<file path="config.mk">
export PLATFORM = sky130hd
export DESIGN_NAME = two_region_lru_sector_cache_unit
export DESIGN_NICKNAME = d
export VERILOG_FILES = /design/src/hw/rtl/srlc_pkg.sv /design/src/hw/rtl/srlc_cell.sv /design/src/hw/rtl/two_region_lru_sector_cache_unit.sv
export SDC_FILE = /design/constraint.sdc
export NUM_CORES = 1
export LEC_CHECK = 0
export BUFFER_PORTS_ARGS = -buffer_cell sky130_fd_sc_hd__buf_4
export CAP_MARGIN = 15
export CORE_MARGIN = 2
export CORE_UTILIZATION = 58
export CTS_BUF_LIST = sky130_fd_sc_hd__clkbuf_2 sky130_fd_sc_hd__clkbuf_4 sky130_fd_sc_hd__clkbuf_8
export CTS_CLUSTER_DIAMETER = 50
export DETAILED_ROUTE_END_ITERATION = 7
export PLACE_DENSITY = 0.79
export SYNTH_ARGS = -nofsm -noshare
export SYNTH_HDL_FRONTEND = slang
export SYNTH_SLANG_ARGS = --single-unit
</file>
<file path="constraint.sdc">
create_clock -name clk_i -period 4.43 [get_ports clk_i]
set_clock_uncertainty 0.2 [all_clocks]
set_input_delay 0.2215 -clock clk_i [delete_from_list [all_inputs] [get_ports clk_i]]
set_output_delay 0.2215 -clock clk_i [all_outputs]
set_load 0.1 [all_outputs]
</file>
<file path="src/hw/rtl/srlc_pkg.sv">
// Shared types and constants of the two-region LRU sector cache.
`timescale 1ns / 1ps
`default_nettype none
package srlc_pkg;
  localparam int SectorW      = 12;
  localparam int BlockSectors = 8;
  localparam int OffW         = 3;
  localparam int CntW         = 4;
  localparam int AgeW         = 5;
  localparam int DefFatSlots  = 4;
  localparam int DefDataSlots = 8;
  localparam logic [SectorW-1:0] ImageReset = 12'd2880;
  localparam logic [SectorW-1:0] FatReset   = 12'd33;

  typedef enum logic [1:0] {
    ACT_READ  = 2'd0,
    ACT_WRITE = 2'd1,
    ACT_FLUSH = 2'd2,
    ACT_CLEAR = 2'd3
  } action_e;

  typedef enum logic [2:0] {
    KIND_GRANT = 3'd0,
    KIND_WB    = 3'd1,
    KIND_FILL  = 3'd2,
    KIND_INV   = 3'd3,
    KIND_CLR   = 3'd4
  } kind_e;

  typedef enum logic {
    REG_IMAGE = 1'b0,
    REG_FAT   = 1'b1
  } cfg_reg_e;

  typedef struct packed {
    logic               clr;
    logic               touch;
    logic               sel;
    logic               load;
    logic               set_dirty;
    logic               sel_valid;
    logic [AgeW-1:0]    sel_age;
    logic [AgeW-1:0]    nmax;
    logic [SectorW-1:0] new_tag;
    logic               new_dirty;
  } cell_cmd_t;

  typedef struct packed {
    logic               valid;
    logic               dirty;
    logic [SectorW-1:0] tag;
    logic [AgeW-1:0]    age;
  } cell_st_t;
endpackage
`default_nettype wire

</file>
<file path="src/hw/rtl/srlc_cell.sv">
// One cache slot: tag, valid, dirty and recency rank.
`timescale 1ns / 1ps
`default_nettype none
module srlc_cell
  import srlc_pkg::*;
(
  input  wire logic      clk_i,
  input  wire logic      rst_ni,
  input  wire cell_cmd_t cmd_i,
  output cell_st_t       st_o
);
  cell_st_t st_q, st_d;

  always_comb begin
    st_d = st_q;
    if (cmd_i.clr) begin
      st_d = '0;
    end else begin
      if (cmd_i.touch) begin
        if (cmd_i.sel) begin
          st_d.age = '0;
        end else if (st_q.valid && (!cmd_i.sel_valid || st_q.age < cmd_i.sel_age)
                     && st_q.age < cmd_i.nmax) begin
          st_d.age = st_q.age + AgeW'(1);
        end
      end
      if (cmd_i.sel && cmd_i.load) begin
        st_d.tag   = cmd_i.new_tag;
        st_d.valid = 1'b1;
        st_d.dirty = cmd_i.new_dirty;
      end
      if (cmd_i.sel && cmd_i.set_dirty) begin
        st_d.dirty = 1'b1;
      end
    end
  end

  always_ff @(posedge clk_i or negedge rst_ni) begin
    if (!rst_ni) begin
      st_q <= '0;
    end else begin
      st_q <= st_d;
    end
  end

  assign st_o = st_q;
endmodule
`default_nettype wire

</file>
<file path="src/hw/rtl/two_region_lru_sector_cache_unit.sv">
// Top level: slot row and lookup/replacement sequencer.
// channel  dir  tdata                      tuser         tlast
// s_axis   in   sector                     action        -
// m_axis   out  region..misses_total       kind          last_of_run
// cfg      in   we/index/data, no handshake
// An accepted beat starts a scan of its region, one slot per cycle (at most 8
// with the defaults); a hit then goes on to its grant, a miss to the write-back
// check, the fill and the grant, waiting while the output is held.
// A flush walks all slots one per cycle, held while a write-back waits, then clears.
// A result waits in the output register while m_axis_tready is low;
// the sequencer stalls only when it has a further result to place.
// Reset empties every slot and clears counters; no clearing pass.
`timescale 1ns / 1ps
`default_nettype none
module two_region_lru_sector_cache_unit
  import srlc_pkg::*;
#(
  parameter int FAT_SLOTS  = DefFatSlots,
  parameter int DATA_SLOTS = DefDataSlots
) (
  input  wire logic               clk_i,
  input  wire logic               rst_ni,
  input  wire logic               cfg_we_i,
  input  wire logic               cfg_index_i,
  input  wire logic [SectorW-1:0] cfg_data_i,
  input  wire logic               s_axis_tvalid,
  output logic                    s_axis_tready,
  input  wire logic [15:0]        s_axis_tdata,  // sector, zero pad
  input  wire logic [1:0]         s_axis_tuser,  // action
  output logic                    m_axis_tvalid,
  input  wire logic               m_axis_tready,
  output logic [87:0]             m_axis_tdata,  // region,slot,base,offset,count,hit,hits,misses
  output logic [2:0]              m_axis_tuser,  // kind
  output logic                    m_axis_tlast
);
  localparam int NC = FAT_SLOTS + DATA_SLOTS;
  localparam int CW = (NC > 1) ? $clog2(NC) : 1;

  typedef enum logic [3:0] {
    S_IDLE, S_SCAN, S_HIT, S_WB, S_FILL, S_GNT, S_FLUSH, S_CLR, S_INV
  } state_e;

  state_e             st_q;
  action_e            act_q;
  logic [SectorW-1:0] sec_q;
  logic [CW-1:0]      idx_q, inv_q, vic_q;
  logic               inv_ok_q, fat_q;
  logic [AgeW-1:0]    vage_q;
  logic [31:0]        hits_q, miss_q;
  logic [SectorW-1:0] img_q, fatlim_q;

  logic               ov_q, olast_q, oreg_q, ohit_q;
  kind_e              okind_q;
  logic [2:0]         oslot_q, ooff_q;
  logic [SectorW-1:0] obs_q;
  logic [CntW-1:0]    ocnt_q;
  logic [31:0]        ohits_q, omiss_q;

  cell_cmd_t cmd [NC];
  cell_st_t  cst [NC];
  cell_st_t  cur;

  for (genvar i = 0; i < NC; i++) begin : g_cell
    srlc_cell u_cell (.clk_i, .rst_ni, .cmd_i(cmd[i]), .st_o(cst[i]));
  end

  assign cur = cst[idx_q];

  logic [CW-1:0]      lo, last;
  logic [SectorW-1:0] start;
  logic               can_emit, do_touch, do_load, do_dirty, do_clr, o_load;
  logic [31:0]        slot32;

  assign lo     = fat_q ? CW'(0) : CW'(FAT_SLOTS);
  assign last   = fat_q ? CW'(FAT_SLOTS - 1) : CW'(NC - 1);
  assign start  = sec_q & ~SectorW'(BlockSectors - 1);
  assign can_emit = !ov_q || m_axis_tready;
  assign slot32 = 32'(idx_q) - 32'(lo);

  function automatic logic [CntW-1:0] span(input logic [SectorW-1:0] s,
                                           input logic [SectorW-1:0] img);
    logic [SectorW-1:0] d;
    d = img - s;
    if (s >= img) return '0;
    else if (d < SectorW'(BlockSectors)) return CntW'(d);
    else return CntW'(BlockSectors);
  endfunction

  always_comb begin
    for (int i = 0; i < NC; i++) begin
      cmd[i].clr       = do_clr;
      cmd[i].touch     = do_touch && ((i < FAT_SLOTS) == fat_q);
      cmd[i].sel       = (CW'(i) == idx_q);
      cmd[i].load      = do_load;
      cmd[i].set_dirty = do_dirty;
      cmd[i].sel_valid = cur.valid;
      cmd[i].sel_age   = cur.age;
      cmd[i].nmax      = (i < FAT_SLOTS) ? AgeW'(FAT_SLOTS - 1) : AgeW'(DATA_SLOTS - 1);
      cmd[i].new_tag   = start;
      cmd[i].new_dirty = (act_q == ACT_WRITE);
    end
  end

  always_comb begin
    do_touch = 1'b0;
    do_load  = 1'b0;
    do_dirty = 1'b0;
    do_clr   = 1'b0;
    o_load   = 1'b0;
    case (st_q)
      S_HIT: begin
        do_touch = can_emit;
        do_dirty = can_emit && (act_q == ACT_WRITE);
        o_load   = can_emit;
      end
      S_GNT: begin
        do_touch = can_emit;
        do_load  = can_emit;
        o_load   = can_emit;
      end
      S_CLR: begin
        do_clr = can_emit;
        o_load = can_emit;
      end
      S_WB, S_FLUSH: o_load = can_emit && cur.valid && cur.dirty;
      S_FILL, S_INV: o_load = can_emit;
      default: ;
    endcase
  end

  assign s_axis_tready = (st_q == S_IDLE);

  always_ff @(posedge clk_i or negedge rst_ni) begin
    if (!rst_ni) begin
      st_q     <= S_IDLE;
      act_q    <= ACT_READ;
      sec_q    <= '0;
      idx_q    <= '0;
      inv_q    <= '0;
      vic_q    <= '0;
      inv_ok_q <= 1'b0;
      fat_q    <= 1'b0;
      vage_q   <= '0;
      hits_q   <= '0;
      miss_q   <= '0;
      img_q    <= ImageReset;
      fatlim_q <= FatReset;
      ov_q     <= 1'b0;
      olast_q  <= 1'b0;
      okind_q  <= KIND_GRANT;
      oreg_q   <= 1'b0;
      oslot_q  <= '0;
      obs_q    <= '0;
      ooff_q   <= '0;
      ocnt_q   <= '0;
      ohit_q   <= 1'b0;
      ohits_q  <= '0;
      omiss_q  <= '0;
    end else begin
      if (cfg_we_i) begin
        if (cfg_index_i == REG_IMAGE) img_q <= cfg_data_i;
        else fatlim_q <= cfg_data_i;
      end
      ov_q <= o_load || (ov_q && !m_axis_tready);
      // counters are sampled with the beat they leave with
      if (o_load) begin
        ohits_q <= (st_q == S_CLR) ? 32'd0 : hits_q;
        omiss_q <= (st_q == S_CLR) ? 32'd0 : miss_q;
      end
      case (st_q)
        S_IDLE: begin
          if (s_axis_tvalid) begin
            act_q    <= action_e'(s_axis_tuser);
            sec_q    <= s_axis_tdata[SectorW-1:0];
            inv_ok_q <= 1'b0;
            if (s_axis_tuser == ACT_FLUSH) begin
              idx_q <= '0;
              st_q  <= S_FLUSH;
            end else if (s_axis_tuser == ACT_CLEAR) begin
              st_q <= S_CLR;
            end else if (s_axis_tdata[SectorW-1:0] >= img_q) begin
              st_q <= S_INV;
            end else begin
              fat_q <= (s_axis_tdata[SectorW-1:0] < fatlim_q);
              idx_q <= (s_axis_tdata[SectorW-1:0] < fatlim_q) ? CW'(0) : CW'(FAT_SLOTS);
              st_q  <= S_SCAN;
            end
          end
        end
        S_SCAN: begin
          logic          n_inv_ok;
          logic [CW-1:0] n_inv, n_vic;
          logic [AgeW-1:0] n_vage;
          n_inv_ok = inv_ok_q;
          n_inv    = inv_q;
          n_vic    = vic_q;
          n_vage   = vage_q;
          if (!cur.valid && !inv_ok_q) begin
            n_inv_ok = 1'b1;
            n_inv    = idx_q;
          end
          if (idx_q == lo || cur.age > vage_q) begin
            n_vic  = idx_q;
            n_vage = cur.age;
          end
          inv_ok_q <= n_inv_ok;
          inv_q    <= n_inv;
          vic_q    <= n_vic;
          vage_q   <= n_vage;
          if (cur.valid && cur.tag == start) begin
            hits_q <= hits_q + 32'd1;
            st_q   <= S_HIT;
          end else if (idx_q == last) begin
            miss_q <= miss_q + 32'd1;
            idx_q  <= n_inv_ok ? n_inv : n_vic;
            st_q   <= S_WB;
          end else begin
            idx_q <= idx_q + CW'(1);
          end
        end
        S_WB: begin
          if (!(cur.valid && cur.dirty)) begin
            st_q <= S_FILL;
          end else if (can_emit) begin
            okind_q <= KIND_WB; olast_q <= 1'b0;
            oreg_q <= fat_q; oslot_q <= slot32[2:0]; obs_q <= cur.tag;
            ooff_q <= '0; ocnt_q <= span(cur.tag, img_q); ohit_q <= 1'b0;
            st_q <= S_FILL;
          end
        end
        S_FILL: begin
          if (can_emit) begin
            okind_q <= KIND_FILL; olast_q <= 1'b0;
            oreg_q <= fat_q; oslot_q <= slot32[2:0]; obs_q <= start;
            ooff_q <= '0; ocnt_q <= span(start, img_q); ohit_q <= 1'b0;
            st_q <= S_GNT;
          end
        end
        S_HIT, S_GNT: begin
          if (can_emit) begin
            okind_q <= KIND_GRANT; olast_q <= 1'b1;
            oreg_q <= fat_q; oslot_q <= slot32[2:0]; obs_q <= start;
            ooff_q <= OffW'(sec_q - start); ocnt_q <= '0;
            ohit_q <= (st_q == S_HIT);
            st_q <= S_IDLE;
          end
        end
        S_FLUSH: begin
          if (!(cur.valid && cur.dirty) || can_emit) begin
            if (cur.valid && cur.dirty) begin
              okind_q <= KIND_WB; olast_q <= 1'b0;
              oreg_q  <= (32'(idx_q) < 32'(FAT_SLOTS));
              oslot_q <= (32'(idx_q) < 32'(FAT_SLOTS)) ? 3'(idx_q)
                         : 3'(32'(idx_q) - 32'(FAT_SLOTS));
              obs_q <= cur.tag; ooff_q <= '0;
              ocnt_q <= span(cur.tag, img_q); ohit_q <= 1'b0;
            end
            if (idx_q == CW'(NC - 1)) st_q <= S_CLR;
            else idx_q <= idx_q + CW'(1);
          end
        end
        S_CLR: begin
          if (can_emit) begin
            hits_q <= '0; miss_q <= '0;
            okind_q <= KIND_CLR; olast_q <= 1'b1;
            oreg_q <= 1'b0; oslot_q <= '0; obs_q <= '0;
            ooff_q <= '0; ocnt_q <= '0; ohit_q <= 1'b0;
            st_q <= S_IDLE;
          end
        end
        S_INV: begin
          if (can_emit) begin
            okind_q <= KIND_INV; olast_q <= 1'b1;
            oreg_q <= 1'b0; oslot_q <= '0; obs_q <= '0;
            ooff_q <= '0; ocnt_q <= '0; ohit_q <= 1'b0;
            st_q <= S_IDLE;
          end
        end
        default: st_q <= S_IDLE;
      endcase
    end
  end

  assign m_axis_tvalid = ov_q;
  assign m_axis_tuser  = okind_q;
  assign m_axis_tlast  = olast_q;
  assign m_axis_tdata  = {omiss_q, ohits_q, ohit_q, ocnt_q, ooff_q, obs_q, oslot_q, oreg_q};

  a_clr_zero: assert property (@(posedge clk_i) disable iff (!rst_ni)
    m_axis_tvalid && m_axis_tuser == KIND_CLR |-> m_axis_tdata[87:24] == '0)
    else $error("clear beat carries nonzero counters");
  a_last_end: assert property (@(posedge clk_i) disable iff (!rst_ni)
    m_axis_tvalid && (m_axis_tuser == KIND_GRANT || m_axis_tuser == KIND_INV
                      || m_axis_tuser == KIND_CLR) |-> m_axis_tlast)
    else $error("terminal beat without tlast");
  a_mid_run: assert property (@(posedge clk_i) disable iff (!rst_ni)
    m_axis_tvalid && (m_axis_tuser == KIND_WB || m_axis_tuser == KIND_FILL)
    |-> !m_axis_tlast)
    else $error("write back or fill marked last");
  a_grant_cnt: assert property (@(posedge clk_i) disable iff (!rst_ni)
    m_axis_tvalid && m_axis_tuser == KIND_GRANT |-> m_axis_tdata[22:19] == '0)
    else $error("grant with a sector count");
endmodule
`default_nettype wire

</file>
Word level (Yosys, flattened, before mapping)
Index checks and enable logic that the tools add are counted.
- register bits after elaboration: 446
- input port bits: 36
- output and inout port bits: 94
- word-level logic and storage cells: 512
- add/sub/neg operators: 20
- $lt $le $gt $ge: 33
- equal/unequal tests: 47
- multiplexer cells: 174
- bitwise logic cells: 6
- reduce and logical (&&, ||, !) cells: 160
- operators with widths (cell ; count):
    two-way mux 19 bit ; 14
    two-way mux 32 bit ; 6
    two-way mux 5 bit ; 36
    two-way mux 14 bit ; 12
    two-way mux 4 bit ; 33
    one-hot mux 32 bit (2 select lines) ; 2
    binary-select mux 19 bit (select 4 bit) ; 1
    nonzero test 3 bit ; 25
    two-way mux 12 bit ; 6
    adder 32 x 1 -> 32 bit, second input constant ; 2
    adder 5 x 1 -> 5 bit, second input constant ; 12
    less-than comparator 5 bit ; 12
    two-way mux 3 bit ; 20
    logical AND 1 bit ; 57
    one-hot mux 12 bit (4 select lines) ; 1
    less-than comparator 5 x 3 -> 1 bit, second input constant ; 8
    greater-or-equal comparator 12 bit ; 3
    AND reduction 2 bit ; 17
    two-way mux 1 bit ; 32
    nonzero test 2 bit ; 16
    AND reduction 7 bit ; 4
    != test 2 bit, second input constant ; 13
    less-than comparator 12 x 4 -> 1 bit, second input constant ; 2
    one-hot mux 3 bit (4 select lines) ; 2
    46 further kinds ; 104

Longest topological paths before layout
- word-level depth: 12
- depth in mapped cells: 17
- depth with buffers taken out: 13

Hierarchy
Synthesis repeated with hierarchy kept, for this count alone.
- cells, all modules: 3102
- area total of the unflattened synthesis: 27711.6 um2
- modules (own cells, without submodules) (module ; instances ; cells an instance ; area an instance (um2) ; sequential area each (um2)):
    two_region_lru_sector_cache_unit ; 1 ; 1542 ; 14273.7 ; 5462.7
    srlc_cell ; 12 ; 130 ; 1119.8 ; 475.5

Worst setup path before layout
No wires, ideal clock.
- path type: flip-flop to flip-flop
- from: reg idx_q[0]
- to: reg idx_q[0]
- setup time: 0.124 ns
- arrival: 3.968 ns
- data required time: 4.106 ns
- setup slack: 0.138 ns
- stages on the path, launching flop included: 18
- buffers on the path: 5
- period minus slack after synthesis: 4.292 ns
- cell sequence: dfrtp_1 buf_6 buf_12 buf_12 buf_2 buf_2 mux4_2 nand2_1 o21ai_0 ha_1 o21ai_0 a21oi_1 o31ai_1 and3_1 mux2_2 o21ai_0 a2111oi_0 a211o_1
- RTL lines (item ; RTL line ; text):
    start, declared ; two_region_lru_sector_cache_unit.sv:46 ; logic [CW-1:0] idx_q, inv_q, vic_q;
    start signal, assigned ; two_region_lru_sector_cache_unit.sv:185 ; idx_q <= (s_axis_tdata[SectorW-1:0] < fatlim_q) ? CW'(0) : CW'(FAT_SLOTS);
    start signal, assigned ; two_region_lru_sector_cache_unit.sv:215 ; idx_q <= n_inv_ok ? n_inv : n_vic;
    start signal, assigned ; two_region_lru_sector_cache_unit.sv:218 ; idx_q <= idx_q + CW'(1);

Worst setup path after layout
- from: reg idx_q[1]
- to: reg ocnt_q[0]
- longest elaborated chain between the ends: 11
- elaborated cells between the ends (all ways): 21
- those cells by class: add/sub (1); order compare (2); eq/ne (3); mux (10); bitwise (1); reduce/logical (4)
- RTL lines (item ; RTL line ; text):
    inverter 4 -> 5 bit (implied by the code) (*) ; two_region_lru_sector_cache_unit.sv:67 ; assign cur = cst[idx_q];
    binary-select mux 19 bit (select 4 bit) (*) ; two_region_lru_sector_cache_unit.sv:67 ;
    two-way mux 19 bit (implied by the code) (*) (2 in series) ; two_region_lru_sector_cache_unit.sv:67 ;
    subtractor 12 bit ; two_region_lru_sector_cache_unit.sv:83 ; d = img - s;
    less-than comparator 12 x 4 -> 1 bit ; two_region_lru_sector_cache_unit.sv:85 ; else if (d < SectorW'(BlockSectors)) return CntW'(d);
    two-way mux 4 bit ; two_region_lru_sector_cache_unit.sv:85 ;
    two-way mux 4 bit ; two_region_lru_sector_cache_unit.sv:84 ; if (s >= img) return '0;
    two-way mux 4 bit (on tied branches) ; two_region_lru_sector_cache_unit.sv:250, two_region_lru_sector_cache_unit.sv:224 ;
    two-way mux 4 bit (on tied branches) ; two_region_lru_sector_cache_unit.sv:249, two_region_lru_sector_cache_unit.sv:222 ;
    one-hot mux 4 bit (4 select lines) ; two_region_lru_sector_cache_unit.sv:170 ; case (st_q)
    end signal, assigned ; two_region_lru_sector_cache_unit.sv:243 ; ooff_q <= OffW'(sec_q - start); ocnt_q <= '0;
    end signal, assigned ; two_region_lru_sector_cache_unit.sv:256 ; ocnt_q <= span(cur.tag, img_q); ohit_q <= 1'b0;
    end signal, assigned ; two_region_lru_sector_cache_unit.sv:267 ; ooff_q <= '0; ocnt_q <= '0; ohit_q <= 1'b0;
    end, declared ; two_region_lru_sector_cache_unit.sv:56 ; logic [CntW-1:0] ocnt_q;
Every way passes the cells marked *; elsewhere a longest branch is shown, timed or not. The select of a mux whose other input is x is not followed.
A chain may end at the register's enable or synchronous reset.

==> impl_metrics.py <==
metrics = {
    "layout": {
        "drive_gt1_share_pct": 16.83,
        "nets": 2801,
        "fillers": 2976,
        "syn_to_final_growth_pct": 15.24,
        "fin_area_um2": 26310,
    },
    "floorplanning": {
        "die_h_um": 202.4,
        "start_util_pct": 58.94,
        "die_w_um": 202.4,
        "rows": 72,
        "dieArea_um2": 40970,
        "coreArea_um2": 38740,
        "top_level_ports": 130,
    },
    "synthesis": {
        "yosysMostFrequentCell": "nand2_1",
        "synth_top_family_by_area": "simple AND/OR/NAND/NOR gates",
        "yosysWarningCount": 0,
        "synth_area_leaders": "dfrtp_1, nand2_1, ha_1, a21oi_1, o21ai_0",
        "synth_seq_cells": 407,
        "synth_commonest_cells": "nand2_1, dfrtp_1, a21oi_1",
        "synthAdderAreaFrac_pct": 6.280,
        "async_flop_share_pct": 100.0,
        "synthMuxAreaShare_pct": 8.609,
        "synth_compound_area_share_pct": 15.06,
        "syn_inst": 2486,
        "synth-edff-count": 0,
        "synth-xor-area-share_pct": 0.6904,
        "synth-main-ff-cell": "dfrtp_1",
        "synthSimpleGateAreaFrac_pct": 20.59,
        "yosys.area.top_type": "dfrtp_1",
        "yosysUniqueCellTypes": 83,
        "netlist_area_um2": 22830,
        "avgSynthCellArea_um2": 9.185,
        "yosysSeqAreaShare_pct": 44.64,
        "synth_top_area_share_pct": 43.95,
    },
    "place": {
        "dp_hpwl_um": 43070,
        "portBuffers": 122,
        "place_congestion": 0.9187,
        "placedInstanceArea_um2": 24330,
    },
    "detailed_routing": {
        "vias_per_cell": 6.238,
        "drt_iter0_markers": 1923,
        "drc": 0,
        "wl_per_cell_um": 19.82,
        "num_vias": 20120,
        "firstDrtPassIters": 8,
        "totalWireLength_um": 63930,
        "ant_nets": 0,
    },
    "status": {
        "violations": "hold timing",
        "status": "finished with violations",
    },
    "clocking": {
        "path_clk_slew_ns": 0.06,
        "cts_num_sinks": 407,
        "numCtsBuffers": 69,
        "cts_setup_buffers": 0,
        "cts_tree": "built",
        "htreeDepth": 3,
        "cts_resized": 0,
        "cts_hold_buf": 48,
        "cts.root.buffer_cell": "clkbuf_8",
        "clk_path_buf_depth": 3,
        "insertion_delay_ns": 0.65,
    },
    "worst_setup_path": {
        "critical-path-max-stage-delay_ns": 0.57,
        "cp_data_arrival_time_ns": 4.63,
        "cp.required_ns": 4.76,
        "start_kind": "register",
        "worst_path_dominant_cell_family": "compound AO/OA/AOI/OAI gates",
        "crit_top_cell": "buf_4",
        "reg2reg_from": "idx_q[1]$_DFFE_PN0P_",
        "crit_type": "reg -> reg",
        "path_cells": "buf_4, nor2b_1, a221oi_1, buf_4, a21oi_1, ha_1, o21a_1, nor4_1, nor3_1, a311oi_1, mux2i_1, o211ai_1, o32a_1, o31ai_1",
        "startpoint": "idx_q[1]$_DFFE_PN0P_",
        "path_buf_inv": 2,
        "cp_slowest_cell": "dfrtp_2",
        "crit_fanout": 14,
        "cp-end-kind": "register",
    },
    "pwr": {
        "p_leak_uw": 0.01220,
        "cellPowerDensity_nw_per_um2": 593.2,
        "ir_worst_vdd_mv": 0.5163,
    },
    "sta": {
        "rsz0062_at_grt": "no",
        "worst_hold_slack_ns": -0.01334,
        "fmax_mhz": 232.8,
        "post-route-period-util_pct": 96.98,
        "worst_pin_slew_ns": 1.116,
        "setup-violations-final": 0,
        "setup_tns_ns": 0,
        "relSlewSlack_pct": 25.45,
        "finalHoldViolCount": 5,
        "min_period_ns": 4.296,
        "final_max_slew_viol_count": 0,
    },
    "grt": {
        "grt_pass1_vias": 19840,
        "antenna_found_initial": 2,
        "grt_remaining_overflow": 0,
        "grt_start_max_net_pins": 104,
        "grt_pass1_wl_um": 103600,
        "grt_usage_pct": 31.51,
    },
    "run": {
        "drv_cap": 0,
    },
    "hold_path": {
        "hold_class": "in -> async",
    },
}
kinds of logic (layout without fill, tap and decap cells):
| logic type | count (synthesis) | count (layout) |
|---|---|---|
| xor+xnor | 18 | 18 |
| fa+ha+maj | 114 | 114 |
| simple gates | 1034 | 1034 |
| mux | 144 | 144 |
| compound gates | 560 | 560 |
| other cells | 1 | 7 |
| flops | 407 | 407 |
| buf+inv | 208 | 423 |
registers in the layout, indices dropped and copies added, names as in the netlist, 5 cells and up:
register and count:
omiss_q 32, hits_q 32, vage_q 5, ohits_q 32, obs_q 9, g_cell.u_cell.st_o 192
fatlim_q 12, sec_q 12, img_q 12, miss_q 32
stage by stage:
step           total power (uW)  instances  setup slack (ns)  utilization (%)
2_1_floorplan              9881       2488            0.1384                -
3_3_place_gp              11600       3050            0.4033            62.81
3_5_place_dp              11830       3050            0.3489            62.81
4_1_cts                   15480       3221            0.2693            67.90
5_1_grt                   16460       3223          0.008117            67.91
6_report                  15610       3225            0.1338            67.93
path summary, 6_finish.rpt:
| kind | slack (ns) | depth (start not counted) | endpoint |
|---|---|---|---|
| setup reg to reg | 0.13 | 14 | ocnt_q[0]$_DFFE_PN0P_ |
| hold reg to reg | 0.28 | 2 | omiss_q[25]$_DFFE_PN0P_ |
| setup / recovery | 0.13 | 14 | ocnt_q[0]$_DFFE_PN0P_ |
| max in group asynchronous | 2.96 | 3 | omiss_q[20]$_DFFE_PN0P_ |
| min in group clk_i | 0.04 | 3 | m_axis_tvalid$_DFF_PN0_ |
| hold / removal | -0.01 | 2 | ohits_q[27]$_DFFE_PN0P_ |
per-layer routing:
metal | part of all wire, % | GRT usage (%)
met4 | 4.5 | 15.12
met2 | 47 | 50.18
met5 | 0 | 0
met3 | 8.6 | 6.385
met1 | 40 | 41.45
layout make-up:
type / instances / area [um^2] / area share (%)
Clock inverter: 15 / 111.4 / 0.4232
Sequential cell: 407 / 10190 / 38.74
Antenna cell: 4 / 10.01 / 0.03804
Timing Repair Buffer: 233 / 1977 / 7.513
Inverter: 67 / 251.5 / 0.9558
Clock buffer: 108 / 1380 / 5.245
Tap cell: 518 / 648.1 / 2.463
Multi-Input combinational cell: 1873 / 11740 / 44.62
placed cells by master, fill, tap and decap left out, drive strengths merged, types with 11 or more instances in the layout:
master / netlist / routed
nor2: 153 / 153
dlygate4sd3: 0 / 48
nand4: 29 / 29
o211ai: 24 / 24
a31oi: 14 / 14
nor3: 27 / 27
a22oi: 11 / 11
nor4: 15 / 15
o31ai: 23 / 23
mux4: 36 / 36
inv: 65 / 66
o311ai: 12 / 12
dfrtp: 401 / 401
ha: 113 / 113
and3: 23 / 23
a21oi: 199 / 199
nor2b: 26 / 26
mux2: 44 / 44
o41ai: 20 / 20
mux2i: 64 / 64
or2: 41 / 41
nand3: 88 / 88
and2: 28 / 28
buf: 43 / 185
o21ai: 167 / 167
clkinv: 2 / 12
nand2b: 21 / 21
clkbuf: 98 / 108
nand2: 545 / 545
power by group:
group / internal (uW) / switching, uW
combinational: 2450 / 4450
clock: 2040 / 1560
sequential: 4360 / 737
total: 8860 / 6750
Power figures use the tool's default switching activity.
